### config.mk
export PLATFORM = sky130hd
export DESIGN_NAME = icrc_ctrl
export DESIGN_NICKNAME = d
export VERILOG_FILES = /design/src/rtl/icrc_pkg.sv /design/src/rtl/icrc_ctrl.sv
export SDC_FILE = /design/constraint.sdc
export NUM_CORES = 1
export LEC_CHECK = 0
export BUFFER_PORTS_ARGS = -buffer_cell sky130_fd_sc_hd__buf_2
export CAP_MARGIN = 40
export CORE_AREA = 2 2 39 41
export CTS_CLUSTER_SIZE = 16
export DETAILED_ROUTE_END_ITERATION = 8
export DIE_AREA = 0 0 41 43
export SETUP_SLACK_MARGIN = 0.4
export SLEW_MARGIN = 20
export SYNTH_ARGS = -nofsm -noshare
export SYNTH_HDL_FRONTEND = slang
export SYNTH_SLANG_ARGS = --single-unit
### constraint.sdc
create_clock -name clk -period 0.94 [get_ports clk]
set_input_delay 0 -clock clk [delete_from_list [all_inputs] [get_ports clk]]
set_output_delay 0 -clock clk [all_outputs]
set_load 0.02 [all_outputs]
### src/rtl/icrc_pkg.sv
// shared types and constants for the intron chain redundancy check
`default_nettype none
package icrc_pkg;
  localparam int MaxExons  = 64;
  localparam int CoordBits = 32;
  localparam int IdxBits   = $clog2(MaxExons);
  localparam int CntBits   = $clog2(MaxExons + 1);

  localparam logic [0:0] RegSameFive = 1'b0;
  localparam logic [0:0] RegPoking   = 1'b1;

  typedef logic [CoordBits-1:0] coord_t;
  typedef logic [IdxBits-1:0] idx_t;
  typedef logic [CntBits-1:0] cnt_t;

  // controller to datapath
  typedef struct packed {
    logic store;
    logic rd_en;
  } icrc_cmd_t;
endpackage
`default_nettype wire

### src/rtl/icrc_ctrl.sv
// handshake controller
`default_nettype none
module icrc_ctrl (
  input  wire logic               clk,
  input  wire logic               rst,
  input  wire logic               in_fire,
  input  wire logic               in_last,
  input  wire logic               done,
  input  wire logic               out_fire,
  output logic                    in_ready,
  output logic                    out_valid,
  output icrc_pkg::icrc_cmd_t     cmd
);
  import icrc_pkg::*;

  typedef enum logic [1:0] {S_LOAD, S_JUDGE, S_HOLD} state_t;
  state_t st;

  // loading goes on while a result waits; the judge waits for the result to leave
  assign in_ready = st == S_LOAD;

  always_comb begin
    cmd.store = in_fire;
    cmd.rd_en = st == S_JUDGE && !done && !out_valid;
  end

  // load, then judge; the result is held on out_valid until taken
  always_ff @(posedge clk) begin
    if (rst) begin
      st <= S_LOAD; out_valid <= 1'b0;
    end else begin
      if (out_fire) out_valid <= 1'b0;
      unique case (st)
        S_LOAD:  if (in_fire && in_last) st <= S_JUDGE;
        S_JUDGE: if (done) begin out_valid <= 1'b1; st <= S_LOAD; end
        default: st <= S_LOAD;
      endcase
    end
  end

  a_no_in_judge: assert property (@(posedge clk) disable iff (rst)
    st == S_JUDGE |-> !in_fire) else $error("item taken while judging");
  a_valid_after: assert property (@(posedge clk) disable iff (rst)
    done |=> out_valid) else $error("result lost");
  a_one_out: assert property (@(posedge clk) disable iff (rst)
    done |-> !out_valid) else $error("result overwritten");
endmodule
`default_nettype wire

Word-level counts from Yosys, hierarchy flattened
Index checks and enable logic that the tools add are counted.
Storage, ports and cells
  latch bits: 0
  ROM bits: 0
  RAM bits: 0
  memories kept: 0
  register bits: 3
  output and inout port bits: 4
  word-level logic and storage cells: 18
  input bits: 6
Cells by class
  $add $sub $neg: 0
  bitwise gates (word level): 0
  shift operators: 0
  muxes and demuxes: 6
  equality and inequality tests: 3
  div/mod/pow operators: 0
  order comparisons: 0
  reductions and logical operators: 7
  $mul: 0
Operators with widths (count)
  $mux 2: 2
  $pmux 2 s2: 1
  $logic_and 1x1->1: 3
  $mux 1: 3
  $eq 2x1->1 const B: 1
  $logic_not 1->1: 2
  $logic_not 2->1: 1
  $ne 2x1->1 const B: 1
  $ne 2x2->1 const B: 1
  $reduce_and 2->1: 1

Depth between registers and ports, before layout
Gate-level depths: netlist (run 1).
  depth after elaboration: 3
  mapped depth: 2

Least setup slack after synthesis (run 1)
No wires, ideal clock.
  path type: register to output
  start: reg st[0]
  end: out cmd[0] (netlist bit)
  cell stages (with the launch flop): 3
  arrival time: 0.690 ns
  path buffers: 0
  slack: 0.250 ns
  required time: 0.940 ns
  cells stage by stage: dfxtp_1 -> nand2b_1 -> nor2_1
RTL lines
  from (decl): RTL line icrc_ctrl.sv:17  | state_t st;
  from (signal assigned): RTL line icrc_ctrl.sv:30  | st <= S_LOAD; out_valid <= 1'b0;
  from (signal assigned): RTL line icrc_ctrl.sv:34  | S_LOAD: if (in_fire && in_last) st <= S_JUDGE;
  from (signal assigned): RTL line icrc_ctrl.sv:35  | S_JUDGE: if (done) begin out_valid <= 1'b1; st <= S_LOAD; end
  to (decl): RTL line icrc_ctrl.sv:12  | output icrc_pkg::icrc_cmd_t cmd

==> results.json, run 1 <==
{
  "status": "finished, violations left",
  "violations": "negative hold slack",
  "cts_sinks": 2,
  "die_h_um": 43,
  "netlist.area_leader.share": 0.451,
  "io_buffer_count": 9,
  "syn_area_per_cell_um2": 8.08,
  "syn2layout_area_growth_pct": 137,
  "worst_skew_pair.late_latency_ps": 230,
  "layout-drive-gt1-share": 0.750,
  "worstMarginPinSlew_ps": 98.0,
  "setup_slack_ps": 109,
  "yosys_warnings": 0,
  "wl_per_cell_um": 7.35,
  "ant_nets": 0,
  "path_class": "reg -> out",
  "synth_cells": 11,
  "ys_types": 8,
  "syn_nets": 17,
  "start_util": 0.0642,
  "async_flop_share": 0,
  "die_area_um2": 1760,
  "crit_path_top_delay_cell": "dfxtp_2",
  "pre_cts_ws_ps": 280,
  "crit_required_ps": 940,
  "n_fill_cell": 168,
  "path_buf_inv": 1,
  "vias": 115,
  "wl_met1_um": 81,
  "hold_viol": 2,
  "hold_path_class": "in -> reg",
  "end_kind": "output pin",
  "fin_area_um2": 210,
  "clockBufferDepth": 2,
  "die_w_um": 41,
  "yosysTopAreaCell": "dfxtp_1",
  "cts_buffers": 3,
  "ff_latch_area_um2": 45.0,
  "top_layer": "met3",
  "max_freq_mhz": 1200,
  "wl_met2_um": 169,
  "grt_first_pass_wirelength_um": 427,
  "period_minus_slack_ps": 831,
  "dr.first_iter.drc_count": 0,
  "final_core_util": 0.152,
  "ys_seq_elements": 2,
  "p_per_area_nw_per_um2": 1680,
  "grt_max_degree": 4,
  "multi_input_area_um2": 43.8,
  "fin_hold_ws_ps": -58.7,
  "rows": 14,
  "grt_pass1_vias": 132,
  "antenna_found_initial": 0,
  "htreeDepth": 1,
  "slew_violations": 0,
  "synth_area_leaders": "dfxtp_1, nand2b_1, a21oi_1",
  "vias_per_cell": 2.88,
  "track_usage": 0.0480,
  "cts_root_buffer": "clkbuf_4",
  "cpPeakStageDelay_ps": 320,
  "ioPinCount": 10,
  "crit_family": "flip-flops",
  "startpoint_type": "register",
  "slew_headroom": 0.935,
  "worst_ep_arrival_time_ps": 830,
  "nets": 31,
  "fin_crit_sh": 0.884,
  "synthesis.area_um2": 88.8,
  "cts_tree": "built",
  "path_cells": "nand2b_1, nor2_2, buf_6",
  "ir_drop_mv": 0.249,
  "gp_congestion": 0.423,
  "drc_errors": 0,
  "place_area_um2": 153,
  "ys_top_cells_by_count": "a21oi_1, dfxtp_1, nand2b_1",
  "tns_ps": 0,
  "path_clk_slew_ps": 40,
  "fin_worst_skew_ps": 9.70,
  "totalWireLength_um": 294,
  "synth_ff_type": "dfxtp_1",
  "synth-seq-area-share": 0.451,
  "drt_pre_antenna_iters": 1,
  "grt_setup_unrepaired": "yes",
  "wl_met3_um": 43,
  "path_max_fanout": 2,
  "synth_edf_count": 0,
  "core_um2": 1380,
  "p_leak_nw": 0.0922,
  "antenna_cells": 0,
  "grt.overflow.total": 0,
  "setup_viol": 0,
  "maxCapViolations": 0
}
-- through the flow --
step	power (mW)	instances
2_1_floorplan	0.112	11
5_1_grt	0.388	40
3_3_place_gp	0.128	35
6_report	0.353	40
4_1_cts	0.366	40
3_5_place_dp	0.128	35
-- cells in the final DEF, fill, tap and decap left out, drive strengths merged --
cell type,Yosys,routed
clkbuf,0,4
inv,1,1
nand3b,1,1
dfxtp,2,2
nand2b,2,2
a21oi,2,2
buf,1,10
nand2,1,1
nor2,1,1
-- worst register-to-register path: stages, from the launching register on --
cell and delay, ps:
dfxtp_2 310, buf_4 130, nand3b_1 140, a21oi_1 120
-- worst paths after layout --
path / from / endpoint / slack [ps] / cells after the start
worst max register to register: st[0] / st[0] / 160 / 3
worst min-delay path: rst / out_valid / -60 / 2
worst max-delay path: st[0] / cmd[0] / 110 / 3
worst min register to register: st[0] / st[0] / 520 / 2
-- routing by layer --
layer / up-vias / GRT usage
li1: 61 / -
met1: 48 / 0.0254
met2: 6 / 0.0594
met3: 0 / 0.0471
met4: 0 / 0.0800
met5: - / 0
-- power by group --
part           total [mW]  switching (mW)  internal (mW)  leakage (nW)
Combinational      0.0498          0.0233         0.0265        0.0597
Clock               0.213          0.0550          0.158        0.0150
Sequential         0.0904         0.00265         0.0877        0.0175
-- flip-flops by register name, summed over array words and instances, names as in the netlist --
signal and cells:
out_valid 1, st 1
-- what timing repair did --
action                                  4_1_cts  5_1_grt
gates resized for setup                       7        2
endpoints found under the setup margin        5        5
buffers inserted                              1        0
pin swaps                                     1        0
endpoints found under the hold margin         2        2
-- final cells by class --
class,instances,area share
clock buffers,4,0.125
inverters,1,0.0179
multi-input cells,7,0.208
flip-flops and latches,2,0.214
well taps,16,0.0952
repair buffers,10,0.339
-- logic make-up after synthesis --
family | after synthesis | share of synthesized area
AO/OA/AOI/OAI | 2 | 0.113
buffers and inverters | 2 | 0.127
flip-flops | 2 | 0.451
AND/OR/NAND/NOR | 5 | 0.310
No activity file was read; power rests on OpenSTA's default activity.
==> inputs of run 2 (changes only) <==
==> constraint.sdc (replaced) <==
create_clock -name clk -period 0.94 [get_ports clk]
set_input_delay 0.141 -clock clk [delete_from_list [all_inputs] [get_ports clk]]
set_output_delay 0.141 -clock clk [all_outputs]
set_load 0.02 [all_outputs]
==> results.json, run 2 (same netlist as run 1, synthesis figures left out) <==
{
  "status": "finished, violations left",
  "violations": "negative setup slack",
  "clkPwrFrac": 0.583,
  "hold_path_class": "in -> reg",
  "die_w_um": 41,
  "path_clk_slew_ps": 40,
  "slew_headroom": 0.930,
  "p_per_area_nw_per_um2": 1510,
  "vias": 126,
  "p_seq_frac": 0.247,
  "cts-hold-fix-buffers": 0,
  "totalWireLength_um": 325,
  "crit_required_ps": 800,
  "gp_congestion": 0.438,
  "syn2layout_area_growth_pct": 175,
  "path_buf_inv": 1,
  "startpoint": "st[0]",
  "grt_max_degree": 4,
  "end_kind": "output pin",
  "crit_path_top_delay_cell": "dfxtp_4",
  "setup_slack_ps": -22.7,
  "cts_root_buffer": "clkbuf_4",
  "drc_errors": 0,
  "crit_family": "flip-flops",
  "io_buffer_count": 9,
  "path_cells": "nand2b_4, nor2_4, buf_6",
  "startpoint_type": "register",
  "hold_viol": 0,
  "post-dp-hpwl_um": 211,
  "reg.largest.list": "out_valid: 1 flops, st: 1 flops",
  "comb_power_share": 0.171,
  "rows": 14,
  "htreeDepth": 1,
  "cts_sinks": 2,
  "slew_violations": 0,
  "vias_per_cell": 3.07,
  "dp_cells": 35,
  "path_class": "reg -> out",
  "layout_common_cells": "buf_2, buf_6, clkbuf_4, dfxtp_4",
  "wl_per_cell_um": 7.93,
  "switchingPower_mw": 0.0881,
  "period_minus_slack_ps": 963,
  "n_fill_cell": 157,
  "pre_cts_ws_ps": 143,
  "p_int_mw": 0.279,
  "p_sw_frac": 0.240,
  "fin_area_um2": 244,
  "core_um2": 1380,
  "track_usage": 0.0510,
  "worst_ep_arrival_time_ps": 820,
  "path_max_fanout": 3,
  "grt_first_pass_wirelength_um": 462,
  "fin_crit_sh": 1.02,
  "r2r_start": "st[0]",
  "max_freq_mhz": 1040,
  "worst_skew_pair.late_latency_ps": 230,
  "antenna_found_initial": 0,
  "fin_cells": 41,
  "die_area_um2": 1760,
  "place_area_um2": 166,
  "setup_viol": 1,
  "maxCapViolations": 0,
  "grt.overflow.total": 0,
  "nets": 32,
  "cpPeakStageDelay_ps": 350,
  "start_util": 0.0642,
  "p_leak_nw": 0.114,
  "ioPinCount": 10,
  "grt_pass1_vias": 139,
  "final_common_cell": "buf_2",
  "die_h_um": 43,
  "drt_pre_antenna_iters": 1,
  "antenna_cells": 0,
  "ir_drop_mv": 0.220,
  "layout-drive-gt1-share": 0.800,
  "cts_buffers": 3,
  "worstMarginPinSlew_ps": 105,
  "hp-start": "rst",
  "finalPower_mw": 0.368,
  "grt_setup_unrepaired": "yes",
  "dr.first_iter.drc_count": 0,
  "cts_tree": "built",
  "clockBufferDepth": 2,
  "final_core_util": 0.176,
  "fin_worst_skew_ps": 8.85,
  "ant_nets": 0
}
run 2: worst paths after layout:
| path | slack (ps) | cells after the start | to |
|---|---|---|---|
| worst max-delay path | -20 | 3 | cmd[0] |
| worst min-delay path | 70 | 2 | out_valid |
| worst max register to register | 20 | 4 | st[0] |
| worst min register to register | 510 | 2 | out_valid |
run 2: cell type report:
type / count / area (µm²) / share of cell area
Clock buffer: 4 / 26.3 / 0.108
Multi-Input combinational cell: 7 / 63.8 / 0.262
Inverter: 1 / 3.75 / 0.0154
Sequential cell: 2 / 47.5 / 0.195
Timing Repair Buffer: 11 / 82.6 / 0.338
Tap cell: 16 / 20.0 / 0.0821
run 2: power groups by stage:
stage / combinational, mW / sequential [mW] / clock [mW]
2_1_floorplan: 0.0232 / 0.0949 / 0
3_3_place_gp: 0.0408 / 0.0935 / 0
3_5_place_dp: 0.0411 / 0.0937 / 0
4_1_cts: 0.0497 / 0.0920 / 0.229
5_1_grt: 0.0679 / 0.0912 / 0.237
6_report: 0.0628 / 0.0906 / 0.214
run 2: through the flow:
| step | hold WS [ps] | setup TNS, ps |
|---|---|---|
| 2_1_floorplan | 200 | 0 |
| 3_3_place_gp | 313 | 0 |
| 3_5_place_dp | 312 | 0 |
| 4_1_cts | 63.3 | -37.1 |
| 5_1_grt | 71.1 | -111 |
| 6_report | 74.4 | -22.7 |
run 2: metal layers:
layer,wire [µm],vias to the layer above,GRT usage
li1,-,63,-
met1,76,58,0.0222
met2,205,5,0.0719
met3,42,0,0.0471
met4,0,0,0.0800
met5,0,-,0
run 2: what timing repair did:
| item | CTS | global route |
|---|---|---|
| pin swaps | 2 | 1 |
| hold endpoints to repair | 0 | 0 |
| endpoints found under the setup margin | 5 | 6 |
| gates resized for setup | 4 | 7 |
| buffers inserted | 1 | 1 |
==> inputs of run 3 (changes only) <==
GPL_TIMING_DRIVEN = 0   (was default)
==> results.json, run 3 (same netlist as run 1, synthesis figures left out) <==
{
  "grt_first_pass_wirelength_um": 496,
  "nets": 33,
  "worst_ep_arrival_time_ps": 830,
  "ant_nets": 0,
  "maxCapViolations": 0,
  "die_w_um": 41,
  "drt_pre_antenna_iters": 1,
  "core_um2": 1380,
  "max_freq_mhz": 1030,
  "setup_viol": 1,
  "path_class": "reg -> out",
  "hold_path_class": "in -> reg",
  "fin_worst_skew_ps": 10.6,
  "layout-drive-gt1-share": 0.808,
  "startpoint_type": "register",
  "violations": "negative setup slack",
  "path_max_fanout": 3,
  "hp-start": "rst",
  "grt_setup_unrepaired": "yes",
  "dr.first_iter.drc_count": 0,
  "grt_max_degree": 4,
  "die_area_um2": 1760,
  "reg.largest.list": "out_valid: 1 flops, st: 1 flops",
  "timing.rr.end": "st[0]",
  "crit_path_top_delay_cell": "dfxtp_4",
  "track_usage": 0.0570,
  "p_leak_nw": 0.115,
  "fin_crit_sh": 1.03,
  "die_h_um": 43,
  "setup_slack_ps": -30.9,
  "cts_buffers": 3,
  "status": "finished, violations left",
  "cts_root_buffer": "clkbuf_4",
  "holdPathStages": 2,
  "vias": 133,
  "cts_tree": "built",
  "syn2layout_area_growth_pct": 189,
  "final_common_cell": "buf_6",
  "period_minus_slack_ps": 971,
  "cpPeakStageDelay_ps": 350,
  "grt_pass1_vias": 137,
  "place_area_um2": 174,
  "r2r_start": "st[0]",
  "layout_common_cells": "buf_6, buf_2, clkbuf_4, dfxtp_4",
  "slew_violations": 0,
  "cts_sinks": 2,
  "ioPinCount": 10,
  "grt.overflow.total": 0,
  "io_buffer_count": 9,
  "slew_headroom": 0.921,
  "worst_skew_pair.late_latency_ps": 230,
  "antenna_found_initial": 0,
  "totalWireLength_um": 341,
  "hold_end": "out_valid",
  "drc_errors": 0,
  "r2r_cells": 4,
  "worstMarginPinSlew_ps": 118,
  "htreeDepth": 1,
  "crit_family": "flip-flops",
  "path_buf_inv": 1,
  "rrSetupSlack_ps": 10,
  "ir_drop_mv": 0.260,
  "gp_congestion": 0.458,
  "crit_required_ps": 800,
  "hold_viol": 0,
  "end_kind": "output pin",
  "pre_cts_ws_ps": 141,
  "p_per_area_nw_per_um2": 1460,
  "rows": 14,
  "antenna_cells": 0,
  "wl_per_cell_um": 8.12,
  "vias_per_cell": 3.17,
  "clockBufferDepth": 2,
  "start_util": 0.0642,
  "path_clk_slew_ps": 40,
  "fin_area_um2": 256,
  "path_cells": "nand2b_4, nor2_4, buf_6",
  "cts-hold-fix-buffers": 0
}
-- run 3: cell types whose count changed in the layout (fill, tap and decap cells not counted) --
cell	before	now
buf_2	6	5
nand2_4	1	0
buf_6	4	6
nand2_2	0	1
-- run 3: layout make-up --
class / count / area, µm²
Timing Repair Buffer: 11 / 88.8
Clock buffer: 4 / 26.3
Multi-Input combinational cell: 7 / 58.8
Inverter: 1 / 3.75
Buffer: 1 / 11.3
Sequential cell: 2 / 47.5
Tap cell: 16 / 20.0
Fill cell: 159 / 1130
-- run 3: how the worst max path moves through the flow --
stage / startpoint / end / slack [ps] / cells past startpoint
6_report: st[0] / cmd[0] / -30 / 3
5_1_grt: st[0] / cmd[0] / -90 / 3
4_1_cts: st[0] / cmd[0] / -40 / 3
3_5_place_dp: st[0] / cmd[0] / 140 / 3
3_3_place_gp: st[0] / cmd[0] / 140 / 3
2_1_floorplan: st[0] / cmd[0] / 240 / 2
-- run 3: layer usage --
layer,global-route usage,vias to the layer above,part of all wire
met2,0.0688,5,0.61
met3,0.0785,0,0.12
met4,0.0800,0,0
met5,0,-,0
li1,-,64,-
met1,0.0254,64,0.26
-- run 3: timing repair --
action                     4_1_cts  5_1_grt
gates resized for setup          9        3
hold endpoints to repair         0        0
buffers inserted                 2        0
setup endpoints to repair        6        6
pin swaps                        3        1
-- run 3: where the power goes --
group / total, mW / leakage [nW] / switching (mW) / internal [mW]
clock network: 0.215 / 0.0150 / 0.0567 / 0.158
logic: 0.0679 / 0.0821 / 0.0269 / 0.0410
registers: 0.0908 / 0.0178 / 0.00456 / 0.0862
-- run 3: metrics by stage --
stage | utilization | std cells | setup TNS [ps] | hold WS (ps) | total power [mW]
floorplan | - | 11 | 0 | 200 | 0.118
global placement | 0.126 | 36 | 0 | 312 | 0.137
detailed placement | 0.126 | 36 | 0 | 312 | 0.138
CTS | 0.179 | 42 | -43.9 | 60.0 | 0.389
global route | 0.185 | 42 | -139 | 61.5 | 0.414
finish | 0.185 | 42 | -30.9 | 77.2 | 0.373
